===== src/hw/rtl/tssf_pkg.sv =====
// Package for the triangle span fill core: widths, commands, controller states.
// No dependencies.
package tssf_pkg;
  localparam int unsigned CoordBits    = 11;
  localparam int unsigned FractionBits = 8;
  localparam int unsigned RegBits      = 11;
  localparam int unsigned ScreenMax    = 1024;

  localparam logic CmdLoad = 1'b0;
  localparam logic CmdTick = 1'b1;

  localparam logic [0:0] RegWidth  = 1'b0;
  localparam logic [0:0] RegHeight = 1'b1;

  typedef enum logic [2:0] {
    StIdle, StLoad, StSetup, StDivide, StSpan, StOut
  } state_e;

  typedef struct packed {
    logic load;
    logic setup;
    logic div_start;
    logic span;
  } cmd_t;

  typedef struct packed {
    logic busy;
    logic div_done;
  } stat_t;
endpackage


===== src/hw/rtl/tssf_divider.sv =====
// Restoring divider, one quotient bit per cycle, two quotients side by side.
// No dependencies.
module tssf_divider #(
  parameter int unsigned NumBits = 28
) (
  input  logic               clk_i,
  input  logic               rst_ni,
  input  logic               start_i,
  input  logic [NumBits-1:0] num_a_i,
  input  logic [NumBits-1:0] den_a_i,
  input  logic [NumBits-1:0] num_b_i,
  input  logic [NumBits-1:0] den_b_i,
  output logic [NumBits-1:0] quo_a_o,
  output logic [NumBits-1:0] quo_b_o,
  output logic               done_o
);
  localparam int unsigned CntBits = $clog2(NumBits + 1);
  logic [CntBits-1:0] cnt_q, cnt_d;
  logic [NumBits-1:0] ra_q, rb_q, qa_q, qb_q, da_q, db_q;
  logic [NumBits:0]   ta, tb;
  logic               run_q;

  assign ta = {ra_q, qa_q[NumBits-1]};
  assign tb = {rb_q, qb_q[NumBits-1]};
  assign cnt_d = cnt_q - CntBits'(1);

  always_ff @(posedge clk_i or negedge rst_ni) begin
    if (!rst_ni) begin
      run_q <= 1'b0;
      cnt_q <= '0;
    end else if (start_i) begin
      run_q <= 1'b1;
      cnt_q <= CntBits'(NumBits);
    end else if (run_q) begin
      cnt_q <= cnt_d;
      if (cnt_d == '0) run_q <= 1'b0;
    end
  end

  always_ff @(posedge clk_i) begin
    if (start_i) begin
      ra_q <= '0; rb_q <= '0;
      qa_q <= num_a_i; qb_q <= num_b_i;
      da_q <= den_a_i; db_q <= den_b_i;
    end else if (run_q) begin
      if (ta >= {1'b0, da_q}) begin
        ra_q <= NumBits'(ta - {1'b0, da_q});
        qa_q <= {qa_q[NumBits-2:0], 1'b1};
      end else begin
        ra_q <= ta[NumBits-1:0];
        qa_q <= {qa_q[NumBits-2:0], 1'b0};
      end
      if (tb >= {1'b0, db_q}) begin
        rb_q <= NumBits'(tb - {1'b0, db_q});
        qb_q <= {qb_q[NumBits-2:0], 1'b1};
      end else begin
        rb_q <= tb[NumBits-1:0];
        qb_q <= {qb_q[NumBits-2:0], 1'b0};
      end
    end
  end

  assign quo_a_o = qa_q;
  assign quo_b_o = qb_q;
  assign done_o  = run_q && (cnt_q == CntBits'(1));
endmodule


===== src/hw/rtl/tssf_datapath.sv =====
// Datapath: vertex store, sorting, ratio division, edge interpolation, clipping.
// Depends on tssf_pkg and tssf_divider.
module tssf_datapath #(
  parameter int unsigned CoordBits    = tssf_pkg::CoordBits,
  parameter int unsigned FractionBits = tssf_pkg::FractionBits
) (
  input  logic                      clk_i,
  input  logic                      rst_ni,
  input  tssf_pkg::cmd_t            cmd_i,
  output tssf_pkg::stat_t           stat_o,
  input  logic [6*CoordBits+7:0]    load_i,
  input  logic [10:0]               width_i,
  input  logic [10:0]               height_i,
  output logic [9:0]                row_o,
  output logic [9:0]                start_o,
  output logic [9:0]                end_o,
  output logic [7:0]                color_o,
  output logic                      visible_o,
  output logic                      last_o
);
  import tssf_pkg::*;
  localparam int unsigned DB = CoordBits + 1;          // differences
  localparam int unsigned NB = DB + FractionBits;      // dividend width
  localparam int unsigned PB = DB + NB + 1;            // product width

  logic signed [CoordBits-1:0] x_q [3];
  logic signed [CoordBits-1:0] y_q [3];
  logic [7:0]  color_q;
  logic [DB-1:0] idx_q;
  logic busy_q;
  logic signed [CoordBits-1:0] ix [3], iy [3], sx1 [3], sy1 [3], sx2 [3], sy2 [3];
  logic signed [CoordBits-1:0] tx, ty;

  always_comb begin
    tx = '0;
    ty = '0;
    for (int k = 0; k < 3; k++) begin
      ix[k] = load_i[2*k*CoordBits +: CoordBits];
      iy[k] = load_i[(2*k+1)*CoordBits +: CoordBits];
    end
    sx1 = ix; sy1 = iy;
    if (sy1[0] > sy1[1]) begin
      tx = sx1[0]; sx1[0] = sx1[1]; sx1[1] = tx;
      ty = sy1[0]; sy1[0] = sy1[1]; sy1[1] = ty;
    end
    if (sy1[0] > sy1[2]) begin
      tx = sx1[0]; sx1[0] = sx1[2]; sx1[2] = tx;
      ty = sy1[0]; sy1[0] = sy1[2]; sy1[2] = ty;
    end
    sx2 = sx1; sy2 = sy1;
    if (sy2[1] > sy2[2]) begin
      tx = sx2[1]; sx2[1] = sx2[2]; sx2[2] = tx;
      ty = sy2[1]; sy2[1] = sy2[2]; sy2[2] = ty;
    end
  end

  // Edge setup values, registered before the divider starts.
  logic signed [DB-1:0] tot_q, seg_q, low_q;
  logic second_q, flat_q, last_q;
  logic signed [DB-1:0] total, seg, low;
  logic signed [DB-1:0] irow;
  logic sec;
  assign total = DB'(y_q[2]) - DB'(y_q[0]);
  assign seg   = DB'(y_q[1]) - DB'(y_q[0]);
  assign low   = DB'(y_q[2]) - DB'(y_q[1]);
  assign irow  = $signed(idx_q);
  assign sec   = (irow > seg) || (seg == '0);

  logic [NB-1:0] quo_a, quo_b;
  logic [NB-1:0] num_a;
  logic div_done;
  assign num_a = second_q ? NB'(unsigned'(irow - seg_q)) << FractionBits
                          : NB'(idx_q) << FractionBits;

  tssf_divider #(.NumBits(NB)) u_div (
    .clk_i, .rst_ni,
    .start_i (cmd_i.div_start),
    .num_a_i (num_a),
    .den_a_i (second_q ? NB'(unsigned'(low_q)) : NB'(unsigned'(seg_q))),
    .num_b_i (NB'(idx_q) << FractionBits),
    .den_b_i (NB'(unsigned'(tot_q))),
    .quo_a_o (quo_a),
    .quo_b_o (quo_b),
    .done_o  (div_done)
  );

  // Span computation: products then shift, clip.
  logic signed [PB-1:0] pa, pb;
  logic signed [DB-1:0] dxa, dxb, basea;
  logic signed [PB-1:0] sxw, exw, lo, hi, yrow, wc, hc;
  assign dxb   = DB'(x_q[2]) - DB'(x_q[0]);
  assign dxa   = second_q ? DB'(x_q[2]) - DB'(x_q[1]) : DB'(x_q[1]) - DB'(x_q[0]);
  assign basea = second_q ? DB'(x_q[1]) : DB'(x_q[0]);
  assign pa = PB'(dxa) * $signed({1'b0, quo_a});
  assign pb = PB'(dxb) * $signed({1'b0, quo_b});

  always_comb begin
    if (flat_q) begin
      sxw = PB'(x_q[0]);
      exw = PB'(x_q[1]);
    end else begin
      sxw = PB'(x_q[0]) + (pb >>> FractionBits);
      exw = PB'(basea) + (pa >>> FractionBits);
    end
    lo = (sxw > exw) ? exw : sxw;
    hi = (sxw > exw) ? sxw : exw;
    yrow = PB'(y_q[0]) + PB'(signed'({1'b0, idx_q}));
    wc = (width_i > 11'(ScreenMax)) ? PB'(ScreenMax) : PB'({1'b0, width_i});
    hc = (height_i > 11'(ScreenMax)) ? PB'(ScreenMax) : PB'({1'b0, height_i});
  end

  logic vis;
  assign vis = (yrow >= 0) && (yrow < hc) && (hi >= 0) && (lo < wc);

  always_ff @(posedge clk_i or negedge rst_ni) begin
    if (!rst_ni) begin
      for (int k = 0; k < 3; k++) begin
        x_q[k] <= '0; y_q[k] <= '0;
      end
      color_q <= '0;
      idx_q   <= '0;
      busy_q  <= 1'b0;
    end else if (cmd_i.load) begin
      x_q <= sx2; y_q <= sy2;
      color_q <= load_i[6*CoordBits +: 8];
      idx_q <= '0;
      busy_q <= 1'b1;
    end else if (cmd_i.span) begin
      if (last_q) begin
        busy_q <= 1'b0;
        idx_q <= '0;
      end else begin
        idx_q <= idx_q + DB'(1);
      end
    end
  end

  always_ff @(posedge clk_i) begin
    if (cmd_i.setup) begin
      tot_q <= total; seg_q <= seg; low_q <= low;
      second_q <= sec;
      flat_q <= (total == '0);
      last_q <= (total == '0) || (irow >= total);
    end
    if (cmd_i.span) begin
      row_o     <= vis ? yrow[9:0] : '0;
      start_o   <= vis ? ((lo < 0) ? '0 : lo[9:0]) : '0;
      end_o     <= vis ? ((hi > wc - 1) ? 10'(wc - 1) : hi[9:0]) : '0;
      color_o   <= color_q;
      visible_o <= vis;
      last_o    <= last_q;
    end
  end

  assign stat_o.busy     = busy_q;
  assign stat_o.div_done = div_done;

`ifndef ASSERT_OFF
  a_done_not_idle: assert property (@(posedge clk_i) disable iff (!rst_ni)
    div_done |-> busy_q) else $error("divider finished without triangle");
  a_load_busy: assert property (@(posedge clk_i) disable iff (!rst_ni)
    cmd_i.load |=> busy_q && idx_q == '0) else $error("load did not arm");
  a_last_idle: assert property (@(posedge clk_i) disable iff (!rst_ni)
    (cmd_i.span && last_q) |=> !busy_q) else $error("last row left busy");
`endif
endmodule


===== src/hw/rtl/tssf_controller.sv =====
// Controller state machine: handshakes, sequencing of setup, divide and span.
// Depends on tssf_pkg.
module tssf_controller (
  input  logic            clk_i,
  input  logic            rst_ni,
  input  logic            in_valid_i,
  input  logic            in_cmd_i,
  output logic            in_ready_o,
  output logic            out_valid_o,
  input  logic            out_ready_i,
  output tssf_pkg::cmd_t  cmd_o,
  input  tssf_pkg::stat_t stat_i
);
  import tssf_pkg::*;
  state_e state_q, state_d;
  logic   ov_q, ov_d;

  always_ff @(posedge clk_i or negedge rst_ni) begin
    if (!rst_ni) begin
      state_q <= StIdle;
      ov_q    <= 1'b0;
    end else begin
      state_q <= state_d;
      ov_q    <= ov_d;
    end
  end

  always_comb begin
    state_d = state_q;
    ov_d = ov_q && !out_ready_i;
    cmd_o = '0;
    in_ready_o = 1'b0;
    unique case (state_q)
      StIdle: begin
        in_ready_o = 1'b1;
        if (in_valid_i) begin
          if (in_cmd_i == CmdLoad) cmd_o.load = 1'b1;
          else if (stat_i.busy) state_d = StSetup;
        end
      end
      StSetup: begin
        cmd_o.setup = 1'b1;
        state_d = StDivide;
      end
      StDivide: begin
        cmd_o.div_start = 1'b1;
        state_d = StLoad;
      end
      StLoad: if (stat_i.div_done) state_d = StSpan;
      StSpan: if (!ov_q || out_ready_i) begin
        cmd_o.span = 1'b1;
        ov_d = 1'b1;
        state_d = StIdle;
      end
      StOut: state_d = StIdle;
      default: state_d = StIdle;
    endcase
  end

  assign out_valid_o = ov_q;

`ifndef ASSERT_OFF
  a_no_overwrite: assert property (@(posedge clk_i) disable iff (!rst_ni)
    (cmd_o.span && ov_q) |-> out_ready_i) else $error("result overwritten");
  a_span_sets_valid: assert property (@(posedge clk_i) disable iff (!rst_ni)
    cmd_o.span |=> ov_q) else $error("span not presented");
  a_tick_needs_busy: assert property (@(posedge clk_i) disable iff (!rst_ni)
    cmd_o.setup |-> stat_i.busy) else $error("tick on idle triangle");
`endif
endmodule


===== src/hw/rtl/triangle_scanline_span_fill_core.sv =====
// Triangle span fill core: one request per tick gives one clipped span.
// A tick runs from acceptance through setup, divider start, a wait on the bit-serial
// divider that forms both edge ratios at once, and the span state that registers
// the span. A load is registered in the cycle it is accepted. One request is in
// work at a time; the result register lets the next request enter while a span
// waits. Async active-low reset.
module triangle_scanline_span_fill_core #(
  parameter int unsigned COORD_BITS    = tssf_pkg::CoordBits,
  parameter int unsigned FRACTION_BITS = tssf_pkg::FractionBits
) (
  input  logic clk_i,
  input  logic rst_ni,
  input  logic s_axis_tvalid_i,
  output logic s_axis_tready_o,
  input  logic s_axis_tuser_i,   // command
  // vert_a_x, vert_a_y, vert_b_x, vert_b_y, vert_c_x, vert_c_y, paint
  input  logic [((6*COORD_BITS+8+7)/8)*8-1:0] s_axis_tdata_i,
  output logic m_axis_tvalid_o,
  input  logic m_axis_tready_i,
  output logic m_axis_tlast_o,   // last_row
  output logic m_axis_tuser_o,   // visible
  output logic [39:0] m_axis_tdata_o, // row, span_start, span_end, span_color
  input  logic psel,
  input  logic penable,
  input  logic pwrite,
  input  logic [2:0] paddr,
  input  logic [31:0] pwdata,
  output logic [31:0] prdata,
  output logic pready
);
  import tssf_pkg::*;
  logic [10:0] width_q, height_q;
  cmd_t  cmd;
  stat_t stat;
  logic [9:0] row, sstart, send;
  logic [7:0] color;

  assign pready = 1'b1;
  always_ff @(posedge clk_i or negedge rst_ni) begin
    if (!rst_ni) begin
      width_q  <= 11'd320;
      height_q <= 11'd200;
    end else if (psel && penable && pwrite && paddr[1:0] == 2'b00 && paddr[2] == 1'b0) begin
      if (paddr[2] == RegWidth) width_q <= pwdata[10:0];
    end else if (psel && penable && pwrite && paddr == 3'd4) begin
      height_q <= pwdata[10:0];
    end
  end
  assign prdata = (paddr == 3'd0) ? {21'd0, width_q}
                : (paddr == 3'd4) ? {21'd0, height_q} : 32'd0;

  tssf_controller u_ctrl (
    .clk_i, .rst_ni,
    .in_valid_i (s_axis_tvalid_i),
    .in_cmd_i   (s_axis_tuser_i),
    .in_ready_o (s_axis_tready_o),
    .out_valid_o(m_axis_tvalid_o),
    .out_ready_i(m_axis_tready_i),
    .cmd_o      (cmd),
    .stat_i     (stat)
  );

  tssf_datapath #(.CoordBits(COORD_BITS), .FractionBits(FRACTION_BITS)) u_dp (
    .clk_i, .rst_ni,
    .cmd_i    (cmd),
    .stat_o   (stat),
    .load_i   (s_axis_tdata_i[6*COORD_BITS+7:0]),
    .width_i  (width_q),
    .height_i (height_q),
    .row_o    (row),
    .start_o  (sstart),
    .end_o    (send),
    .color_o  (color),
    .visible_o(m_axis_tuser_o),
    .last_o   (m_axis_tlast_o)
  );

  assign m_axis_tdata_o = {2'b00, color, send, sstart, row};
endmodule

===== config.mk =====
export PLATFORM = sky130hd
export DESIGN_NAME = triangle_scanline_span_fill_core
export DESIGN_NICKNAME = d
export VERILOG_FILES = /design/src/hw/rtl/tssf_pkg.sv /design/src/hw/rtl/tssf_divider.sv /design/src/hw/rtl/tssf_datapath.sv /design/src/hw/rtl/tssf_controller.sv /design/src/hw/rtl/triangle_scanline_span_fill_core.sv
export SDC_FILE = /design/constraint.sdc
export NUM_CORES = 2
export LEC_CHECK = 0
export BUFFER_PORTS_ARGS = -buffer_cell sky130_fd_sc_hd__buf_2
export CAP_MARGIN = 15
export CORE_ASPECT_RATIO = 1.5
export CORE_MARGIN = 2
export CORE_UTILIZATION = 30
export DETAILED_ROUTE_END_ITERATION = 8
export GPL_TIMING_DRIVEN = 1
export PLACE_DENSITY = 0.52
export SYNTH_ARGS = -nofsm -noshare
export SYNTH_HDL_FRONTEND = slang
export SYNTH_SLANG_ARGS = --single-unit

===== constraint.sdc =====
create_clock -name clk_i -period 19.8 [get_ports clk_i]
set_input_delay 1.98 -clock clk_i [delete_from_list [all_inputs] [get_ports clk_i]]
set_output_delay 1.98 -clock clk_i [all_outputs]
set_load 0.01 [all_outputs]

# == After elaboration in Yosys (flattened, before gate mapping) ==
# Cells that the tools add are included.
# word_totals
register_bits,310
out_inout_bits,77
word_cells,166
# classes
addsub,15
n_mul,2
order_cmp,16
eq_ne,11
n_mux,56
bitwise_logic,3
reduce_logical,29
# ops
op,count
2-to-1 mux 20 bit,7
2-to-1 mux 33 bit,4
2-to-1 mux 11 bit,8
2-to-1 mux 22 bit,4
2-to-1 mux 12 bit,6
subtractor 11 x 11 -> 12 bit,6
greater-or-equal comparator 33 x 1 -> 1 bit (second input constant),2
> comparator 33 bit,2
< comparator 33 bit,2
multiplier 12 x 21 -> 33 bit,2
> comparator 11 bit,3
< comparator 33 x 1 -> 1 bit (second input constant),1
subtractor 33 x 2 -> 33 bit (second input constant),1
adder 11 x 25 -> 26 bit,1
adder 12 x 25 -> 26 bit,1
logical NOT 12 bit,2
> comparator 11 bit (second input constant),2
greater-or-equal comparator 21 x 12 -> 1 bit,1
greater-or-equal comparator 21 x 20 -> 1 bit,1
subtractor 20 x 12 -> 20 bit,1
subtractor 20 bit,1
2-to-1 mux 1 bit,18
2-to-1 mux 3 bit,5
one-hot mux 3 bit (5 select lines),1
25 further kinds,50

# == Depth between registers and ports, before layout ==
# logic_depth
depth_word,12
depth_mapped,72
ltp_nobuf,68

# == Modules after synthesis ==
# From an unflattened synthesis, not the netlist that was laid out.
# unflattened
hier_cells,4756
hier_area_um2,42081.6
# by_module_without_submodules
module,instances,cells_each,area_each_um2,seq_area_each_um2
tssf_datapath,1,3974,33570.9,4549.4
tssf_divider,1,658,7061.8,3353.2
triangle_scanline_span_fill_core,1,102,1242.4,556.8
tssf_controller,1,22,206.4,100.1

# == Worst setup path after synthesis ==
# OpenSTA, ideal clock, no wires.
# synth_path
kind,register to register
start,register u_dp.x_q[0] in the netlist's numbering
end,"register u_dp.end_o[2], data pin"
setup_ns,0.168
t_arrival_ns,14.187
required_time_ns,19.632
path_slack_ns,5.446
path_stages_with_launch,69
path_buffers,4
synth_period_minus_slack_ns,14.354
cell_sequence,dfrtp_1 -> inv_1 -> ha_1 -> inv_1 -> fa_1 -> a21o_1 -> a21oi_1 -> o21ai_0 -> a21oi_1 -> nand2b_1 -> a21boi_0 -> o21ai_0 -> nand2_1 -> a21oi_1 -> xor2_1 -> mux2i_1 -> clkbuf_1 -> and2_1 -> (+33 left out) -> or4_1 -> o211a_1 -> buf_1 -> mux2i_1 -> ha_1 -> o21ai_0 -> o21bai_1 -> a211oi_1 -> o21ai_0 -> o211ai_1 -> o2111ai_1 -> a2111oi_0 -> o2111ai_1 -> or4_1 -> a21boi_1 -> or4b_4 -> buf_6 -> a221oi_2
# synth_via
word_cells_on_any_way,18
cone_classes,4 x add/sub; 2 x mul; 4 x order compare; 6 x mux; 2 x reduce/logical
# synth_lines
element,line_no,rtl
"start, declared",tssf_datapath.sv:26,logic signed [CoordBits-1:0] x_q [3];
"start signal, assigned by index",tssf_datapath.sv:118,x_q[k] <= '0; y_q[k] <= '0;
"start signal, assigned",tssf_datapath.sv:124,x_q <= sx2; y_q <= sy2;
subtractor 11 x 11 -> 12 bit,tssf_datapath.sv:92,assign dxa = second_q ? DB'(x_q[2]) - DB'(x_q[1]) : DB'(x_q[1]) - DB'(x_q[0]);
2-to-1 mux 12 bit,tssf_datapath.sv:92,
multiplier 12 x 21 -> 33 bit,tssf_datapath.sv:94,"assign pa = PB'(dxa) * $signed({1'b0, quo_a});"
adder 12 x 25 -> 26 bit,tssf_datapath.sv:103,exw = PB'(basea) + (pa >>> FractionBits);
2-to-1 mux 33 bit,tssf_datapath.sv:98,if (flat_q) begin
> comparator 33 bit,tssf_datapath.sv:105,lo = (sxw > exw) ? exw : sxw;
2-to-1 mux 33 bit *,tssf_datapath.sv:105,
named net u_dp.lo[3],tssf_datapath.sv:90,"logic signed [PB-1:0] sxw, exw, lo, hi, yrow, wc, hc;"
< comparator 33 bit *,tssf_datapath.sv:113,assign vis = (yrow >= 0) && (yrow < hc) && (hi >= 0) && (lo < wc);
logical AND 1 bit *,tssf_datapath.sv:113,
"end signal, assigned",tssf_datapath.sv:148,end_o <= vis ? ((hi > wc - 1) ? 10'(wc - 1) : hi[9:0]) : '0;
"end, declared",tssf_datapath.sv:16,"output logic [9:0] end_o,"
# The timed path passes the listed nets; every way through them passes the cells marked *.
# A chain may end at the register's enable or synchronous reset.

# == Final worst setup path ==
# layout_path
start,register u_dp.x_q[23] in the netlist's numbering
end,"register u_dp.end_o[9], data pin"
# The elaborated chain is that of the path after synthesis.

==> results.txt <==
Yosys top cell by area: fa_1
total track usage: 17.3%
largest net degree at the start of global routing: 90
largest family of logic cells by synthesized area: adder cells
share of the yosys chip area belonging to registers: 19.9%
Slew Viols, Final: 0
HPWL after detailed placement: 93.5 mm
layout cells sized above 1: 7.86%
unrepaired setup endpoints after global routing: no
Initial Util: 30.2%
Vias/cell: 4.98
Yosys Warn Count: 0
Core Rows: 164
CTS resizes: 0
syn avg cell area: 8.57 um2
total wire length: 117 mm
drt pass-1 iters: 7
DRC: 0
R2R Setup Slk: 2150 ps
initial antenna violation count: 15
die area: 0.137 mm2
initial drt markers: 1547
CP Class: reg -> reg
wire length of the first global-routing pass: 188 mm
nature of the critical path endpoint: flop
Via Count: 32386
Num Clock Sinks: 302
Worst Hold Path EP: u_dp.u_div.db_q[8]$_DFFE_PP_
register bit total from synthesis: 302
Top-Level Pins: 200
worst hold path depth: 0
Die Ht: 453 um
asr flop ratio synth: 39.4%
worst r2r src: u_dp.x_q[23]$_DFFE_PN0P_
Routability Congestion: 0.867
hold path start: u_dp.tot_q[8]$_DFFE_PP_
GRT overflow: 0
mux cell area share after synthesis: 3.41%
Num CTS Buffers: 36
dominant cells by area after synthesis: fa_1 (18%), ha_1 (15%), edfxtp_1 (10%), dfrtp_1 (7.1%), inv_1 (6.3%)
most common flop cell mapped by yosys: edfxtp_1
Req. time, crit path: 20170 ps
TNS Setup: 0 ps
I/O Buffers: 148
# nets final: 5705
cts hold-fix bufs: 0
vias in the first global route: 33671
met2 usage: 31.8%
maxcap violations: 0
HP Class: reg -> reg
clk root buf: clkbuf_16
Clock transition at path regs: 70 ps
actual slew at the worst max-slew pin: 1160 ps
endpoints failing hold: 0
FMAX: 56.7 MHz
outcome: completed
Crit-path slowest cell: o311ai_0
Synth cell types: 92
GR peak layer: met2
met3 Resource Use GR: 1.82%
Area growth syn-to-layout: 9.44%
Yosys top cell area share: 18.4%
most numerous cell in the Yosys netlist: inv_1
r2r endpoint: u_dp.end_o[9]$_SDFFCE_PN0P_
CTS tree: yes
Final period util: 89.1%
worst skew pair latency: 590 ps
Simple-Gate Fraction of Synth Area: 16.8%
Synth Cell Area: 0.0403 mm2
WL/cell: 17.9 um
post-CTS setup buffer count: 0
Buf/Inv on CP: 7
CTS H-tree lvls: 2
complex-gate fraction of the synthesized area: 14.3%
Final min period: 17650 ps
met1 Use GR: 20.3%
Post-Synth XOR/XNOR Area: 3.42%
Post-Synthesis Cells: 4698
Slew headroom: 22.9%
Most common cell on crit path: o21ai_0
Setup crit start kind: flop
fillers: 13888
core area: 0.133 mm2
worst-case reg-to-reg path depth: 62
Die Span X: 303 um
clk_skew: 26.5 ps
final setup vio count: 0
Post-Synth Adder-Cell Area: 33.4%
top post-synthesis cells by count: inv_1 (681), nand2_1 (599), ha_1 (482), fa_1 (370), o21ai_0 (280)
number of synthesized flops with an enable pin: 135
CTS Buffer Depth: 3
Max FO, Critical Path: 50
post-route ant nets: 0
crit-path max cell delay: 720 ps
critical path arrival: 18020 ps
CP top delay family: compound AO/OA/AOI/OAI gates
-- per-stage QoR --
step	setup slack, ps	cell area, um2	instances	hold slack [ps]	utilization [%]
after floorplan	5450	40300	4720	400	-
after global placement	2590	42700	6434	402	32.1
after detailed placement	2390	42700	6434	409	32.1
after CTS	2250	44000	6500	420	33.1
after global routing	924	44100	6504	417	33.1
final	2150	44100	6506	419	33.1
-- cell type report --
cell class	instances	area [um2]	share of cell area [%]
Antenna cell	5	12.5	0.0284
Clock buffer	44	993	2.25
Clock inverter	22	302	0.684
Inverter	685	2570	5.84
Multi-Input combinational cell	3510	28900	65.6
Sequential cell	302	8000	18.2
Tap cell	1743	2180	4.95
Timing Repair Buffer	195	1100	2.50
-- layout by cell type (no fill, tap or decap), drive strengths merged, types with 21 or more instances in the layout --
cell type,n
mux2,55
conb,24
o21ai,284
a21o,62
a21oi,226
dfrtp,114
nor2b,50
edfxtp,135
o211ai,37
xor2,63
or3,28
xnor2,94
and2,161
nand3,49
or2,26
ha,482
a21boi,47
o21a,51
clkbuf,44
nor2,269
and3,21
nor3,56
buf,195
nand2,600
nand2b,59
dfxtp,48
a211oi,32
fa,370
nand4,37
inv,688
o22ai,38
mux2i,75
-- sequential cells by signal (all words and copies together), names as in the netlist, 11 cells and up --
| register | flops |
|---|---|
| u_dp.u_div.rb_q | 20 |
| u_dp.low_q | 12 |
| height_q | 11 |
| u_dp.seg_q | 12 |
| u_dp.y_q | 33 |
| u_dp.x_q | 33 |
| u_dp.u_div.db_q | 12 |
| u_dp.u_div.quo_b_o | 20 |
| u_dp.u_div.quo_a_o | 20 |
| u_dp.tot_q | 12 |
| u_dp.idx_q | 12 |
| u_dp.u_div.ra_q | 20 |
| u_dp.u_div.da_q | 12 |
| width_q | 11 |
-- worst max path at each step --
| stage | depth (start not counted) | endpoint | start | slack (ps) |
|---|---|---|---|---|
| after global routing | 62 | u_dp.end_o[9]$_SDFFCE_PN0P_ | u_dp.x_q[12]$_DFFE_PN0P_ | 920 |
| after detailed placement | 62 | u_dp.end_o[9]$_SDFFCE_PN0P_ | u_dp.x_q[23]$_DFFE_PN0P_ | 2390 |
| final | 62 | u_dp.end_o[9]$_SDFFCE_PN0P_ | u_dp.x_q[23]$_DFFE_PN0P_ | 2150 |
| after global placement | 62 | u_dp.end_o[8]$_SDFFCE_PN0P_ | u_dp.x_q[23]$_DFFE_PN0P_ | 2590 |
| after floorplan | 68 | u_dp.end_o[2]$_SDFFCE_PN0P_ | u_dp.x_q[0]$_DFFE_PN0P_ | 5450 |
| after CTS | 62 | u_dp.end_o[9]$_SDFFCE_PN0P_ | u_dp.x_q[23]$_DFFE_PN0P_ | 2250 |
-- metal layers --
metal	wire [um]	up-vias
met1	47600	15903
met4	4840	14
met3	3910	189
met5	77	-
li1	-	15664
met2	60300	616
-- kinds of logic after synthesis --
| logic type | Yosys count |
|---|---|
| and+or+nand+nor | 1426 |
| AOI/OAI and AO/OA | 920 |
| buffers and inverters | 908 |
| adders and majority gates | 853 |
| DFF | 302 |
| xor gates and xnor gates | 157 |
| muxes | 130 |
| other | 2 |
Power is left out: the tool's default activity adds up to more than one toggle a clock period on the data nets, which glitch-free logic cannot reach.
